File: src/sv/assert_macros.svh
// Assertion helpers for the RTL; mlp_online_backprop is the file that includes them.
`ifndef ASSERT_MACROS_SVH
`define ASSERT_MACROS_SVH
`ifndef SYNTHESIS
`define ASSERT_CLK(lbl, prop, msg) \
  lbl: assert property (@(posedge clk) disable iff (!rst_n) prop) else $error(msg);
`define ASSERT_ALWAYS(lbl, prop, msg) \
  lbl: assert property (@(posedge clk) prop) else $error(msg);
`else
`define ASSERT_CLK(lbl, prop, msg)
`define ASSERT_ALWAYS(lbl, prop, msg)
`endif
`endif

File: src/sv/mlpbp_pkg.sv
`timescale 1ns / 1ps
package mlpbp_pkg;

  localparam int ACC_W  = 53;
  localparam int MA_W   = 29;
  localparam int MB_W   = 24;
  localparam int Q_ONE  = 4096;
  localparam int Q_HALF = 2048;

  localparam logic [14:0] LR_RESET = 15'd2048;

  localparam logic [1:0] OP_INFER = 2'd0;
  localparam logic [1:0] OP_TRAIN = 2'd1;
  localparam logic [1:0] OP_WRITE = 2'd2;
  localparam logic [1:0] OP_READ  = 2'd3;

  typedef enum logic [4:0] {
    ST_IDLE, ST_HB, ST_HX0, ST_HX1, ST_OB, ST_OMAC, ST_OLUT,
    ST_TP, ST_TD, ST_TLD, ST_TOB,
    ST_JDV, ST_JDH, ST_JV, ST_JVW, ST_JB, ST_JW0, ST_JW1,
    ST_FIN
  } st_t;

  typedef struct packed {
    logic en;
    logic accum;
  } mac_ctl_t;

  // Restoring division, only evaluated while building the sigmoid table.
  function automatic logic [63:0] udiv64(input logic [63:0] num, input logic [63:0] den);
    logic [63:0] q;
    logic [64:0] r;
    q = '0;
    r = '0;
    for (int b = 63; b >= 0; b--) begin
      r = {r[63:0], num[b]};
      if (r >= {1'b0, den}) begin
        r = r - {1'b0, den};
        q[b] = 1'b1;
      end
    end
    return q;
  endfunction

  // Sigmoid sample at x = -8 + 16*idx/depth, rounded to Q0.12.
  function automatic logic [12:0] sig_entry(input int idx, input int depth);
    logic [63:0] one, h, term, base, e, den, r;
    int m, t;
    one  = 64'd1 << 30;
    h    = udiv64(64'd16 << 30, 64'(depth));
    term = one;
    base = one;
    for (int k = 1; k <= 12; k++) begin
      term = udiv64((term * h) >> 30, 64'(k));
      if (k[0]) base = base - term;
      else base = base + term;
    end
    m = idx - (depth >>> 1);
    t = (m < 0) ? -m : m;
    e = one;
    for (int n = 0; n < t; n++) e = (e * base + (one >> 1)) >> 30;
    den = one + e;
    if (m >= 0) r = udiv64((64'd4096 << 30) + (den >> 1), den);
    else r = udiv64(64'd4096 * e + (den >> 1), den);
    return r[12:0];
  endfunction

  function automatic logic signed [15:0] sat_add(input logic signed [15:0] w,
                                                 input logic signed [23:0] dlt);
    logic signed [24:0] s;
    s = 25'(w) + 25'(dlt);
    if (s > 25'sd32767) return 16'sh7fff;
    if (s < -25'sd32768) return 16'sh8000;
    return s[15:0];
  endfunction

endpackage

File: src/sv/mlpbp_in_if.sv
`timescale 1ns / 1ps
interface mlpbp_in_if;
  logic               valid;
  logic               ready;
  logic [1:0]         op;
  logic signed [15:0] x0;
  logic signed [15:0] x1;
  logic [12:0]        target;
  logic [4:0]         weight_index;
  logic signed [15:0] weight_value;

  modport source(output valid, op, x0, x1, target, weight_index, weight_value,
                 input ready);
  modport sink(input valid, op, x0, x1, target, weight_index, weight_value,
               output ready);
endinterface

File: src/sv/mlpbp_out_if.sv
`timescale 1ns / 1ps
interface mlpbp_out_if;
  logic               valid;
  logic               ready;
  logic [12:0]        net_output;
  logic               class_bit;
  logic signed [13:0] output_error;
  logic signed [15:0] read_value;

  modport source(output valid, net_output, class_bit, output_error, read_value,
                 input ready);
  modport sink(input valid, net_output, class_bit, output_error, read_value,
               output ready);
endinterface

File: src/sv/mlpbp_mac.sv
`timescale 1ns / 1ps
module mlpbp_mac import mlpbp_pkg::*; (
  input  logic                    clk,
  input  mac_ctl_t                ctl,
  input  logic signed [MA_W-1:0]  a,
  input  logic signed [MB_W-1:0]  b,
  input  logic signed [ACC_W-1:0] addend,
  output logic signed [ACC_W-1:0] acc_r
);

  logic signed [ACC_W-1:0] prod;
  logic signed [ACC_W-1:0] acc_nxt;

  assign prod = a * b;

  always_comb begin
    acc_nxt = (ctl.accum ? acc_r : addend) + prod;
  end

  always_ff @(posedge clk) begin
    if (ctl.en) acc_r <= acc_nxt;
  end

endmodule

File: src/sv/mlpbp_sig.sv
`timescale 1ns / 1ps
module mlpbp_sig import mlpbp_pkg::*; #(
  parameter int DEPTH = 256
) (
  input  logic signed [ACC_W-1:0] acc,
  output logic [12:0]             y
);

  localparam int IW = $clog2(DEPTH);
  localparam int PW = 16 + IW;

  logic [12:0]               rom [DEPTH];
  logic signed [ACC_W-13:0]  a;
  logic [15:0]               u;
  logic [PW-1:0]             p;
  logic [IW-1:0]             idx;

  for (genvar gi = 0; gi < DEPTH; gi++) begin : g_rom
    localparam logic [12:0] ENT = sig_entry(gi, DEPTH);
    assign rom[gi] = ENT;
  end

  // Floor of acc / 4096, clamped to 16 bits, then offset to unsigned.
  always_comb begin
    a = acc[ACC_W-1:12];
    if (a > (ACC_W-12)'(32767)) u = 16'hffff;
    else if (a < -(ACC_W-12)'(32768)) u = 16'h0000;
    else u = a[15:0] ^ 16'h8000;
    p   = PW'(u) * PW'(DEPTH);
    idx = p[PW-1:16];
    y   = rom[idx];
  end

endmodule

File: src/sv/mlp_online_backprop.sv
`timescale 1ns / 1ps
// Two-input, N_HIDDEN-hidden, one-output sigmoid network in Q4.12 with online training.
// in_ch carries one transaction per item: op (infer, train, write weight, read weight),
// the inputs x0/x1, the training target and a weight index/value. out_ch returns one
// transaction per item with the network output, its class, the error and a read value.
// cfg_we/cfg_wdata load the learning rate; write it only while the block is idle.
// All network products run on one multiply-accumulate unit under a small sequencer, at
// most one product per cycle. Infer, write and read run only the forward pass; train adds
// the output delta steps and the seven MAC steps per hidden unit of the weight update.
// After each item the sequencer returns to idle before it accepts the next one.
// in_ch.ready is high only while the sequencer is idle, so one item is in work at a time.
// The result sits in an output register; the next item is accepted while it waits, and
// the sequencer holds in its last step if the receiver still stalls the previous result.
// Synchronous reset clears all weights to zero and sets the learning rate to 0.5.
`include "assert_macros.svh"
module mlp_online_backprop import mlpbp_pkg::*; #(
  parameter int N_HIDDEN        = 5,
  parameter int SIG_TABLE_DEPTH = 256
) (
  input  logic        clk,
  input  logic        rst_n,
  input  logic        cfg_we,
  input  logic [14:0] cfg_wdata,
  mlpbp_in_if.sink    in_ch,
  mlpbp_out_if.source out_ch
);

  localparam int NW = 4 * N_HIDDEN + 1;
  localparam int AW = $clog2(NW);
  localparam int JW = (N_HIDDEN > 1) ? $clog2(N_HIDDEN) : 1;
  localparam int AV = 2 * N_HIDDEN;
  localparam int AB = 3 * N_HIDDEN;
  localparam int AO = 4 * N_HIDDEN;

  st_t                state_r, state_nxt;
  logic [JW-1:0]      j_r, j_nxt;
  logic [14:0]        lr_r;

  logic [1:0]         op_r;
  logic signed [15:0] x0_r, x1_r, wv_r;
  logic [12:0]        tgt_r;
  logic [4:0]         widx_r;

  logic [12:0]        y_r, y_nxt;
  logic signed [13:0] err_r, err_nxt;
  logic signed [11:0] d_r, d_nxt;
  logic signed [26:0] ld_r, ld_nxt;
  logic signed [23:0] q_r, q_nxt;
  logic signed [12:0] dh_r, dh_nxt;
  logic signed [27:0] ldh_r, ldh_nxt;

  logic signed [15:0] wt_r [NW];
  logic [AW-1:0]      rd_addr, wr_addr;
  logic               wr_en;
  logic signed [15:0] wr_data, rd_data;

  logic [12:0]        h_r [N_HIDDEN];
  logic               h_we;
  logic [JW-1:0]      h_widx, h_ridx;
  logic [12:0]        h_cur;

  mac_ctl_t                mac_ctl;
  logic signed [MA_W-1:0]  mac_a;
  logic signed [MB_W-1:0]  mac_b;
  logic signed [ACC_W-1:0] mac_add;
  logic signed [ACC_W-1:0] acc;
  logic [12:0]             sig_y;

  logic               out_valid_r, out_valid_nxt, out_load;
  logic [12:0]        out_y_r;
  logic signed [13:0] out_err_r;
  logic signed [15:0] out_rd_r;

  logic               accept, j_last, widx_ok;
  logic [12:0]        tgt_c;

  mlpbp_mac u_mac (
    .clk    (clk),
    .ctl    (mac_ctl),
    .a      (mac_a),
    .b      (mac_b),
    .addend (mac_add),
    .acc_r  (acc)
  );

  mlpbp_sig #(.DEPTH(SIG_TABLE_DEPTH)) u_sig (
    .acc (acc),
    .y   (sig_y)
  );

  assign accept      = in_ch.valid && in_ch.ready;
  assign in_ch.ready = (state_r == ST_IDLE);
  assign j_last      = (j_r == JW'(N_HIDDEN - 1));
  assign widx_ok     = (32'(widx_r) < 32'(NW));
  assign tgt_c       = (tgt_r > 13'(Q_ONE)) ? 13'(Q_ONE) : tgt_r;
  assign rd_data     = wt_r[rd_addr];
  assign h_cur       = h_r[h_ridx];

  assign out_ch.valid        = out_valid_r;
  assign out_ch.net_output   = out_y_r;
  assign out_ch.class_bit    = (out_y_r >= 13'(Q_HALF));
  assign out_ch.output_error = out_err_r;
  assign out_ch.read_value   = out_rd_r;

  always_comb begin
    state_nxt = state_r;
    j_nxt     = j_r;
    y_nxt     = y_r;
    err_nxt   = err_r;
    d_nxt     = d_r;
    ld_nxt    = ld_r;
    q_nxt     = q_r;
    dh_nxt    = dh_r;
    ldh_nxt   = ldh_r;
    mac_ctl   = '0;
    mac_a     = '0;
    mac_b     = '0;
    mac_add   = '0;
    rd_addr   = '0;
    wr_en     = 1'b0;
    wr_addr   = '0;
    wr_data   = '0;
    h_we      = 1'b0;
    h_widx    = j_r;
    h_ridx    = j_r;
    out_load  = 1'b0;
    out_valid_nxt = out_valid_r && !out_ch.ready;

    case (state_r)
      ST_IDLE: begin
        if (accept) begin
          state_nxt = ST_HB;
          j_nxt     = '0;
        end
      end
      // The lookup of the previous hidden unit overlaps the bias load of the next.
      ST_HB: begin
        rd_addr     = AW'(AB) + AW'(j_r);
        mac_ctl.en  = 1'b1;
        mac_add     = ACC_W'(rd_data) <<< 12;
        h_we        = (j_r != '0);
        h_widx      = j_r - 1'b1;
        state_nxt   = ST_HX0;
      end
      ST_HX0: begin
        rd_addr       = AW'({j_r, 1'b0});
        mac_ctl.en    = 1'b1;
        mac_ctl.accum = 1'b1;
        mac_a         = MA_W'(x0_r);
        mac_b         = MB_W'(rd_data);
        state_nxt     = ST_HX1;
      end
      ST_HX1: begin
        rd_addr       = AW'({j_r, 1'b1});
        mac_ctl.en    = 1'b1;
        mac_ctl.accum = 1'b1;
        mac_a         = MA_W'(x1_r);
        mac_b         = MB_W'(rd_data);
        if (j_last) begin
          state_nxt = ST_OB;
        end else begin
          j_nxt     = j_r + 1'b1;
          state_nxt = ST_HB;
        end
      end
      ST_OB: begin
        h_we       = 1'b1;
        h_widx     = JW'(N_HIDDEN - 1);
        rd_addr    = AW'(AO);
        mac_ctl.en = 1'b1;
        mac_add    = ACC_W'(rd_data) <<< 12;
        j_nxt      = '0;
        state_nxt  = ST_OMAC;
      end
      ST_OMAC: begin
        rd_addr       = AW'(AV) + AW'(j_r);
        mac_ctl.en    = 1'b1;
        mac_ctl.accum = 1'b1;
        mac_a         = MA_W'(h_cur);
        mac_b         = MB_W'(rd_data);
        if (j_last) begin
          j_nxt     = '0;
          state_nxt = ST_OLUT;
        end else begin
          j_nxt = j_r + 1'b1;
        end
      end
      ST_OLUT: begin
        y_nxt     = sig_y;
        err_nxt   = $signed({1'b0, tgt_c}) - $signed({1'b0, sig_y});
        state_nxt = (op_r == OP_TRAIN) ? ST_TP : ST_FIN;
      end
      ST_TP: begin
        mac_ctl.en = 1'b1;
        mac_a      = MA_W'(y_r);
        mac_b      = MB_W'(13'(Q_ONE) - y_r);
        state_nxt  = ST_TD;
      end
      ST_TD: begin
        mac_ctl.en = 1'b1;
        mac_a      = MA_W'(err_r);
        mac_b      = acc[MB_W-1:0];
        state_nxt  = ST_TLD;
      end
      ST_TLD: begin
        d_nxt      = acc[35:24];
        mac_ctl.en = 1'b1;
        mac_a      = MA_W'($signed(acc[35:24]));
        mac_b      = MB_W'(lr_r);
        state_nxt  = ST_TOB;
      end
      // Output bias update; the multiplier starts the first hidden unit's h*(1-h).
      ST_TOB: begin
        ld_nxt     = acc[26:0];
        rd_addr    = AW'(AO);
        wr_en      = 1'b1;
        wr_addr    = AW'(AO);
        wr_data    = sat_add(rd_data, $signed(acc[35:12]));
        mac_ctl.en = 1'b1;
        mac_a      = MA_W'(h_cur);
        mac_b      = MB_W'(13'(Q_ONE) - h_cur);
        state_nxt  = ST_JDV;
      end
      ST_JDV: begin
        q_nxt      = acc[MB_W-1:0];
        rd_addr    = AW'(AV) + AW'(j_r);
        mac_ctl.en = 1'b1;
        mac_a      = MA_W'(d_r);
        mac_b      = MB_W'(rd_data);
        state_nxt  = ST_JDH;
      end
      ST_JDH: begin
        mac_ctl.en = 1'b1;
        mac_a      = MA_W'($signed(acc[26:0]));
        mac_b      = q_r;
        state_nxt  = ST_JV;
      end
      ST_JV: begin
        dh_nxt     = acc[48:36];
        mac_ctl.en = 1'b1;
        mac_a      = MA_W'(ld_r);
        mac_b      = MB_W'(h_cur);
        state_nxt  = ST_JVW;
      end
      ST_JVW: begin
        rd_addr    = AW'(AV) + AW'(j_r);
        wr_en      = 1'b1;
        wr_addr    = AW'(AV) + AW'(j_r);
        wr_data    = sat_add(rd_data, $signed(acc[47:24]));
        mac_ctl.en = 1'b1;
        mac_a      = MA_W'(dh_r);
        mac_b      = MB_W'(lr_r);
        state_nxt  = ST_JB;
      end
      ST_JB: begin
        ldh_nxt    = acc[27:0];
        rd_addr    = AW'(AB) + AW'(j_r);
        wr_en      = 1'b1;
        wr_addr    = AW'(AB) + AW'(j_r);
        wr_data    = sat_add(rd_data, $signed(acc[35:12]));
        mac_ctl.en = 1'b1;
        mac_a      = MA_W'($signed(acc[27:0]));
        mac_b      = MB_W'(x0_r);
        state_nxt  = ST_JW0;
      end
      ST_JW0: begin
        rd_addr    = AW'({j_r, 1'b0});
        wr_en      = 1'b1;
        wr_addr    = AW'({j_r, 1'b0});
        wr_data    = sat_add(rd_data, $signed(acc[47:24]));
        mac_ctl.en = 1'b1;
        mac_a      = MA_W'(ldh_r);
        mac_b      = MB_W'(x1_r);
        state_nxt  = ST_JW1;
      end
      ST_JW1: begin
        rd_addr    = AW'({j_r, 1'b1});
        wr_en      = 1'b1;
        wr_addr    = AW'({j_r, 1'b1});
        wr_data    = sat_add(rd_data, $signed(acc[47:24]));
        h_ridx     = j_r + 1'b1;
        mac_ctl.en = 1'b1;
        mac_a      = MA_W'(h_cur);
        mac_b      = MB_W'(13'(Q_ONE) - h_cur);
        if (j_last) begin
          state_nxt = ST_FIN;
        end else begin
          j_nxt     = j_r + 1'b1;
          state_nxt = ST_JDV;
        end
      end
      ST_FIN: begin
        rd_addr = widx_ok ? AW'(widx_r) : '0;
        if (!out_valid_r || out_ch.ready) begin
          out_load      = 1'b1;
          out_valid_nxt = 1'b1;
          wr_en         = (op_r == OP_WRITE) && widx_ok;
          wr_addr       = AW'(widx_r);
          wr_data       = wv_r;
          state_nxt     = ST_IDLE;
        end
      end
      default: begin
        state_nxt = ST_IDLE;
      end
    endcase
  end

  always_ff @(posedge clk) begin
    if (!rst_n) begin
      state_r     <= ST_IDLE;
      j_r         <= '0;
      out_valid_r <= 1'b0;
      lr_r        <= LR_RESET;
      for (int i = 0; i < NW; i++) wt_r[i] <= '0;
    end else begin
      state_r     <= state_nxt;
      j_r         <= j_nxt;
      out_valid_r <= out_valid_nxt;
      if (cfg_we) lr_r <= cfg_wdata;
      if (wr_en) wt_r[wr_addr] <= wr_data;
    end
  end

  always_ff @(posedge clk) begin
    if (accept) begin
      op_r   <= in_ch.op;
      x0_r   <= in_ch.x0;
      x1_r   <= in_ch.x1;
      tgt_r  <= in_ch.target;
      widx_r <= in_ch.weight_index;
      wv_r   <= in_ch.weight_value;
    end
    if (h_we) h_r[h_widx] <= sig_y;
    y_r   <= y_nxt;
    err_r <= err_nxt;
    d_r   <= d_nxt;
    ld_r  <= ld_nxt;
    q_r   <= q_nxt;
    dh_r  <= dh_nxt;
    ldh_r <= ldh_nxt;
    if (out_load) begin
      out_y_r   <= y_r;
      out_err_r <= err_r;
      out_rd_r  <= ((op_r == OP_READ) && widx_ok) ? rd_data : 16'sd0;
    end
  end

  `ASSERT_ALWAYS(a_reset_idle, !rst_n |=> (state_r == ST_IDLE) && !out_valid_r, "reset left block busy")
  `ASSERT_CLK(a_busy_after_accept, accept |=> !in_ch.ready, "ready stayed high after a transaction")
  `ASSERT_CLK(a_result_from_fin, $rose(out_valid_r) |-> $past(state_r == ST_FIN), "result outside final step")
  `ASSERT_CLK(a_j_range, (state_r == ST_OMAC) |-> (j_r <= JW'(N_HIDDEN - 1)), "hidden index out of range")

endmodule

File: src/flat_wrapper.sv
// flat-port wrapper written by rule: the top's interface ports become plain ports
module mlp_online_backprop_flat import mlpbp_pkg::*;
#(
  parameter int N_HIDDEN        = 5,
  parameter int SIG_TABLE_DEPTH = 256
)
  (clk, rst_n, cfg_we, cfg_wdata, in_ch_valid, in_ch_op, in_ch_x0, in_ch_x1, in_ch_target, in_ch_weight_index, in_ch_weight_value, in_ch_ready, out_ch_valid, out_ch_net_output, out_ch_class_bit, out_ch_output_error, out_ch_read_value, out_ch_ready);
  mlpbp_in_if in_ch_i ();
  mlpbp_out_if out_ch_i ();
  input  logic clk;
  input  logic rst_n;
  input  logic cfg_we;
  input  logic [14:0] cfg_wdata;
  input wire logic [$bits(in_ch_i.valid)-1:0] in_ch_valid;
  input wire logic [$bits(in_ch_i.op)-1:0] in_ch_op;
  input wire logic [$bits(in_ch_i.x0)-1:0] in_ch_x0;
  input wire logic [$bits(in_ch_i.x1)-1:0] in_ch_x1;
  input wire logic [$bits(in_ch_i.target)-1:0] in_ch_target;
  input wire logic [$bits(in_ch_i.weight_index)-1:0] in_ch_weight_index;
  input wire logic [$bits(in_ch_i.weight_value)-1:0] in_ch_weight_value;
  output wire logic [$bits(in_ch_i.ready)-1:0] in_ch_ready;
  output wire logic [$bits(out_ch_i.valid)-1:0] out_ch_valid;
  output wire logic [$bits(out_ch_i.net_output)-1:0] out_ch_net_output;
  output wire logic [$bits(out_ch_i.class_bit)-1:0] out_ch_class_bit;
  output wire logic [$bits(out_ch_i.output_error)-1:0] out_ch_output_error;
  output wire logic [$bits(out_ch_i.read_value)-1:0] out_ch_read_value;
  input wire logic [$bits(out_ch_i.ready)-1:0] out_ch_ready;
  assign in_ch_i.valid = in_ch_valid;
  assign in_ch_i.op = in_ch_op;
  assign in_ch_i.x0 = in_ch_x0;
  assign in_ch_i.x1 = in_ch_x1;
  assign in_ch_i.target = in_ch_target;
  assign in_ch_i.weight_index = in_ch_weight_index;
  assign in_ch_i.weight_value = in_ch_weight_value;
  assign in_ch_ready = in_ch_i.ready;
  assign out_ch_valid = out_ch_i.valid;
  assign out_ch_net_output = out_ch_i.net_output;
  assign out_ch_class_bit = out_ch_i.class_bit;
  assign out_ch_output_error = out_ch_i.output_error;
  assign out_ch_read_value = out_ch_i.read_value;
  assign out_ch_i.ready = out_ch_ready;
  mlp_online_backprop #(.N_HIDDEN(N_HIDDEN), .SIG_TABLE_DEPTH(SIG_TABLE_DEPTH)) u_core (.clk(clk), .rst_n(rst_n), .cfg_we(cfg_we), .cfg_wdata(cfg_wdata), .in_ch(in_ch_i), .out_ch(out_ch_i));
endmodule
File: config.mk
export PLATFORM = sky130hd
export DESIGN_NAME = mlp_online_backprop_flat
export DESIGN_NICKNAME = d
export VERILOG_FILES = /design/src/sv/mlpbp_pkg.sv /design/src/sv/mlpbp_in_if.sv /design/src/sv/mlpbp_out_if.sv /design/src/sv/mlpbp_mac.sv /design/src/sv/mlpbp_sig.sv /design/src/sv/mlp_online_backprop.sv /design/src/flat_wrapper.sv
export VERILOG_INCLUDE_DIRS = /design/src /design/src/sv
export SDC_FILE = /design/constraint.sdc
export NUM_CORES = 2
export LEC_CHECK = 0
export BUFFER_PORTS_ARGS = -buffer_cell sky130_fd_sc_hd__buf_4
export CAP_MARGIN = 15
export CORE_AREA = 8 8 513 364
export CTS_CLUSTER_SIZE = 25
export DETAILED_ROUTE_END_ITERATION = 6
export DIE_AREA = 0 0 521 372
export MAX_ROUTING_LAYER = met4
export PLACE_DENSITY = 0.52
export SYNTH_ARGS = -nofsm -noshare
export SYNTH_HDL_FRONTEND = slang
export SYNTH_SLANG_ARGS = --single-unit
File: constraint.sdc
create_clock -name clk -period 11.8 [get_ports clk]
set_clock_uncertainty 0.2 [all_clocks]
set_input_delay 0.59 -clock clk [delete_from_list [all_inputs] [get_ports clk]]
set_output_delay 0.59 -clock clk [all_outputs]
set_load 0.005 [all_outputs]
=== Yosys cells after proc, flatten, opt, wreduce, memory -nomap -nowiden ===
Memories as Yosys holds them, arrays and structs flattened.
Cells that the tools add are included.

* Shift-type cells: 0
* Reduce and logical (&&, ||, !) cells: 26
* Bitwise logic cells: 2
* Multiplexer cells: 79
* $add $sub $neg: 10
* Div/mod/pow operators: 0
* $lt $le $gt $ge: 10
* $mul: 1
* Eq/ne operators: 26

{| class="wikitable"
|+ Operator list
! kind !! number
|-
| $pmux W29 S12 || 1
|-
| $mux W16 || 18
|-
| $pmux W24 S9 || 1
|-
| $mux W53 || 2
|-
| $pmux W16 S6 || 1
|-
| $pmux W5 S19 || 1
|-
| $pmux W5 S6 || 2
|-
| $add A53 B53 Y53 || 1
|-
| $mul A29 B24 Y53 || 1
|-
| $add A16 B24 Y25 || 2
|-
| $gt A25 B16 Y1 const B || 2
|-
| $lt A25 B16 Y1 const B || 2
|-
| $gt A41 B16 Y1 const B || 1
|-
| $lt A41 B16 Y1 const B || 1
|-
| $eq A5 B4 Y1 const B || 8
|-
| $mux W5 || 8
|-
| $mux W13 || 3
|-
| $mux W1 || 33
|-
| $reduce_or A16 Y1 || 2
|-
| $sub A13 B13 Y14 const A || 2
|-
| $eq A5 B3 Y1 const B || 4
|-
| $eq A5 B5 Y1 const B || 3
|-
| $mux W3 || 5
|-
| $reduce_or A2 Y1 || 7
|-
| other kinds (30) || 43
|}

* Bits in latches: 0
* Logic and storage cells: 178
* Bits of input ports: 88
* Register bits after elaboration: 319
* Memories: 3
* Bits in writable memories: 401
* Memory bits (read-only): 3,328

{| class="wikitable"
|+ Memory list
! name !! depth !! width !! rd ports !! clocked after memory_dff !! wr ports !! RTL line !! source
|-
| (no name shown) || 256 || 13 || 1 || 0 || 0 || mlpbp_sig.sv:31 || <nowiki>y = rom[idx];</nowiki>
|-
| u_core.wt_r || 21 || 16 || 1 || 0 || 21 || mlp_online_backprop.sv:52 || <nowiki>logic signed [15:0] wt_r [NW];</nowiki>
|-
| u_core.h_r || 5 || 13 || 1 || 0 || 1 || mlp_online_backprop.sv:57 || <nowiki>logic [12:0] h_r [N_HIDDEN];</nowiki>
|}

=== Depth between registers and ports, before layout ===
An unclocked memory read counts as a cell.

* Word-level depth: 14
* Mapped depth: 50

=== Cells and area by module ===
Synthesis repeated with hierarchy kept, for this count alone.

* Cells, all modules: 6,879
* Area, all modules: 73,105.1 um^2

{| class="wikitable"
|+ By module, submodules not included
! module !! area each (um^2) !! cells each !! times used
|-
| mlp_online_backprop || 40,955.5 || 3,300 || 1
|-
| mlpbp_mac || 28,603.7 || 2,990 || 1
|-
| mlpbp_sig || 3,545.9 || 589 || 1
|}

=== Worst setup path after synthesis ===
No wires, ideal clock.

* Path kind: register to register
* From: reg u_core.state_r[0]
* To: reg u_core.u_mac.acc_r[51], data pin
* Arrival time: 10.309 ns
* Required time: 11.338 ns
* Stages on the path, launching flop included: 49
* Slack: 1.029 ns
* Setup time: 0.262 ns
* Cell sequence: dfxtp_1 > buf_4 > nor3b_2 > buf_2 > nand2_1 > inv_1 > ha_1 > buf_2 > buf_2 > buf_4 > nand3b_1 > a211oi_1 > nor4_1 > a32oi_1 > nor2_1 > a21oi_1 > ha_1 > and2_1 > [13 not listed] > fa_1 > inv_1 > fa_1 > inv_1 > fa_1 > inv_1 > ha_1 > a21oi_1 > nand2_1 > a2111o_1 > a21o_1 > o21a_1 > a211oi_1 > o31ai_1 > or4b_2 > a31oi_1 > a211oi_1 > xnor2_1

* Cells in the longest elaborated chain, start to end: 7
* Elaborated cells between the ends (all ways): 40
* Classes of those cells: 2 x add/sub; 1 x mul; 17 x eq/ne; 7 x mux; 11 x reduce/logical; 2 x memory

{| class="wikitable"
|+ Ends and longest elaborated chain
! item !! RTL line !! source
|-
| from (decl) || mlp_online_backprop.sv:35 || <nowiki>st_t state_r, state_nxt;</nowiki>
|-
| from (signal assigned) || mlp_online_backprop.sv:317 || <nowiki>state_r <= state_nxt;</nowiki>
|-
| $eq A5 B5 Y1, or another cell as far along || mlp_online_backprop.sv:129 || <nowiki>case (state_r)</nowiki>
|-
| $mux W3, or another cell as far along || mlp_online_backprop.sv:129 ||
|-
| $mem_v2 Z5 W13 / $pmux W5 S6 (equally long branches) || n/a ||
|-
| $sub A13 B13 Y14 / $mem_v2 Z21 W16 (equally long branches) || n/a ||
|-
| $pmux W24 S9 / $mux W53 (equally long branches) || mlp_online_backprop.sv:129 ||
|-
| $mul A29 B24 Y53 / $mux W53 (equally long branches) || mlpbp_mac.sv:14, mlpbp_mac.sv:17 ||
|-
| $add A53 B53 Y53 (*) || mlpbp_mac.sv:17 || <nowiki>acc_nxt = (ctl.accum ? acc_r : addend) + prod;</nowiki>
|-
| named net u_core.u_mac.acc_nxt[51] || mlpbp_mac.sv:12 || <nowiki>logic signed [ACC_W-1:0] acc_nxt;</nowiki>
|-
| to (signal assigned) || mlpbp_mac.sv:21 || <nowiki>if (ctl.en) acc_r <= acc_nxt;</nowiki>
|-
| to (decl) || mlpbp_mac.sv:8 || <nowiki>output logic signed [ACC_W-1:0] acc_r</nowiki>
|}

The timed path passes the listed nets; every way through them passes the cells marked *.
A chain may end at the register's enable or synchronous reset.

=== Worst setup path after layout ===
* From: reg u_core.state_r[1]
* To: reg u_core.u_mac.acc_r[41], data pin

* Cells in the longest elaborated chain, start to end: 7
* Elaborated cells between the ends (all ways): 40
* Classes of those cells: 2 x add/sub; 1 x mul; 17 x eq/ne; 7 x mux; 11 x reduce/logical; 2 x memory

{| class="wikitable"
|+ Ends and longest elaborated chain
! item !! RTL line !! source
|-
| $eq A5 B3 Y1, or another cell as far along || mlp_online_backprop.sv:129 ||
|-
| $reduce_or A3 Y1 (no line) / $reduce_or A2 Y1 (equally long branches) || n/a ||
|-
| $pmux W5 S6 (*) || mlp_online_backprop.sv:129 ||
|-
| $mem_v2 Z21 W16 (*) || n/a ||
|-
| named net u_core.rd_data[15] || mlp_online_backprop.sv:55 || <nowiki>logic signed [15:0] wr_data, rd_data;</nowiki>
|-
| $pmux W24 S9 / $mux W53 (equally long branches) || mlp_online_backprop.sv:129 ||
|-
| $mul A29 B24 Y53 / $mux W53 (equally long branches) || mlpbp_mac.sv:14, mlpbp_mac.sv:17 ||
|-
| $add A53 B53 Y53 (*) || mlpbp_mac.sv:17 ||
|-
| named net u_core.u_mac.acc_nxt[41] || mlpbp_mac.sv:12 ||
|}

Marked as above.

==> out/metrics.yaml <==
place:
  gp_congestion: 0.9655
  port-buffer-count: 132
  dp_hpwl_um: 206200
yosys:
  ys_async_sr_fraction_pct: 0
  synth_edf_count: 863
  synth_top_area_share_pct: 36.47
  synth.distinct_cells: 103
  synth_common_cells: "922 x inv_1, 863 x edfxtp_1, 786 x nand2_1"
  synth_most_common_cell: "inv_1"
  yosysTopAreaCell: "edfxtp_1"
  synthCells: 6772
  avgSynthCellArea_sq_um: 10.49
  yosys-top-cells-area: "edfxtp_1 36%, fa_1 21%, mux2i_1 4.9%"
  netlist_area_sq_um: 71050
  synth-seq-cells: 887
  synth_ff_type: "edfxtp_1"
  synth-seq-area-share_pct: 37.15
  yosysWarnings: 0
drt:
  first_pass_iters: 6
  drc_errors: 0
  vias: 54520
  drt-vias-per-instance: 5.690
  drt_iter0_drc: 6747
  drt-total-wl_um: 267500
  post_drt_wl_per_cell_um: 27.92
  ant_nets: 0
critical_path:
  path_buf_inv: 10
  crit_fanout: 28
  path_class: "reg2reg"
  cp.required_ns: 12.04
  slowest_stage: "fa_1"
  cp_common_cell: "fa_1"
  end_kind: "register"
  reg2reg_from: "u_core.state_r[1]"
  crit_arrival_ns: 11.79
  critPathLaunch: "u_core.state_r[1]"
  cpLargestDelayFamily: "adder cells"
  crit_path_max_incr_delay_ns: 0.61
  start_kind: "register"
cts:
  cts_tree: "done"
  htree_num_levels: 3
  cts_root_buf: "clkbuf_16"
  clkSlewWorstSetupHoldPaths_ns: 0.07
  insertion_delay_ns: 0.74
  cts_buffer_depth: 3
  cts_buffers: 94
  clock_sinks: 887
timing:
  slew_viol_final: 0
  tightest_slew_ns: 1.258
  slew_headroom_pct: 15.56
  period_share_pct: 97.90
  min_period_ns: 11.55
  clock.fmax_mhz: 86.57
  hold_viol: 0
  setup_viol: 0
  grt_setup_unrepaired: "yes"
  tns_ns: 0
cells_and_area:
  fillerInstances: 16810
  multi_input_area_sq_um: 40140
  drive_gt1_share_pct: 11.40
  area_growth_syn_to_layout_pct: 14.07
  seq_area_sq_um: 26400
  nNetsFinal: 8217
grt:
  grt_max_degree: 54
  grt_pass1_wl_um: 388000
  grt_pass1_vias: 53750
  grt_antenna_before_repair: 14
  overflow: 0
  grtUsageTotal_pct: 27.96
die:
  initial_core_util_pct: 39.82
  fp-row-count: 130
  die_h_um: 372
  die_x_um: 521
  pin_count: 134
  design.core.area_sq_um: 178400
  dieArea_sq_um: 193800
hold_path:
  holdCritPathClass: "in2reg"
  hp-start: "out_ch_ready"
outcome:
  status: "finished clean"
job:
  drv_cap: 0
## cells by family (layout without fill, tap and decap cells)
group / count (synthesis) / in the layout / share of synthesized area, %
and+or+nand+nor: 2096 / 2097 / 13.13
buffers and inverters: 1311 / 1678 / 7.345
adders and majority gates: 1009 / 1009 / 25.74
AOI/OAI and AO/OA: 967 / 967 / 9.621
DFF: 887 / 887 / 37.15
muxes: 379 / 379 / 5.503
xor gates and xnor gates: 122 / 122 / 1.504
other: 1 / 67 / 0.005278
## stage by stage
| stage | instance area [sq um] | hold slack (ns) | cells | worst slack [ns] | utilization, % |
|---|---|---|---|---|---|
| after floorplan | 71280 | 0.2264 | 6834 | 1.029 | - |
| after global placement | 76890 | 0.2906 | 9308 | -0.002149 | 43.09 |
| after detailed placement | 76890 | 0.2763 | 9308 | -0.09593 | 43.09 |
| after CTS | 80810 | 0.07587 | 9569 | 0.01252 | 45.29 |
| after global routing | 81050 | 0.08795 | 9581 | -0.02210 | 45.42 |
| final | 81050 | 0.1396 | 9582 | 0.2483 | 45.42 |
## state kept, by name, indices dropped and copies added, names as in the netlist, 3 cells and up
register and count:
u_core.dh_r 13, u_core.err_r 14, u_core.ldh_r 28, u_core.widx_r 5, u_core.u_mac.acc_r 53, u_core.d_r 12, u_core.wt_r 510, u_core.state_r 5
u_core.y_r 12, u_core.x0_r 16, u_core.out_ch.net_output 12, u_core.out_ch.output_error 14, u_core.q_r 24, u_core.out_ch.read_value 16, u_core.j_r 3, u_core.wv_r 16
u_core.lr_r 15, u_core.h_r 60, u_core.tgt_r 13, u_core.x1_r 16, u_core.ld_r 27
## worst paths after layout
check	slack [ns]	endpoint	cells after the start
setup / recovery	0.25	u_core.u_mac.acc_r[41]	39
hold / removal	0.14	u_core.out_ch.valid	3
setup reg to reg	0.25	u_core.u_mac.acc_r[41]	39
hold reg to reg	0.31	u_core.lr_r[11]	2
## tightest hold or removal path: stages
cell and delay (ns):
buf_4 0.08, nor2b_1 0.09, o21a_1 0.23
## area by class of cell
cell class	count	area share, %
tap	2376	3.668
clock inverter	62	0.7472
multi-input combinational	4637	49.53
inverter	924	4.279
clock buffer	115	3.038
sequential	887	32.57
timing repair buffer	577	6.163
antenna	4	0.01235
## timing repair
action / 4_1_cts / 5_1_grt
hold buffers: 83 / 0
pin swaps: 0 / 4
endpoints found under the hold margin: 83 / 0
endpoints found under the setup margin: 4 / 15
gates resized for setup: 2 / 30
cloned: 0 / 1
buffers inserted: 1 / 7
## per-layer routing
layer  GRT usage (%)  up-vias  wire length, um
met5               -        -                0
met4           5.551        0             6022
met3           6.106      283            28360
met2           36.60     2732           104500
met1           43.80    28090           128700
li1                -    23420                -
## cells in the final DEF, fill, tap and decap left out, drive strengths merged, types with 19 or more instances in the layout
master	Yosys	final
conb	1	63
and2	136	136
nor2b	62	62
mux2	23	23
and3	48	48
a221o	32	32
a211oi	48	48
xor2	33	33
nor2	721	721
or2	40	40
o211ai	19	19
a31oi	35	35
clkinv	0	44
edfxtp	863	863
xnor2	89	89
a311oi	29	29
nand2	787	787
o21bai	22	22
nand3	84	84
a21o	69	69
buf	163	494
a221oi	30	30
clkbuf	224	115
nor3	60	60
nor4	19	19
mux2i	349	349
a222oi	27	27
o21ai	160	160
o21a	25	25
a22o	31	31
fa	755	755
inv	924	930
dlygate4sd3	0	83
dfxtp	24	24
a21oi	206	206
a22oi	66	66
o22ai	20	20
nand2b	55	55
ha	253	253
Power is left out: the tool's default activity adds up to more than one toggle a clock period on the data nets, which glitch-free logic cannot reach.
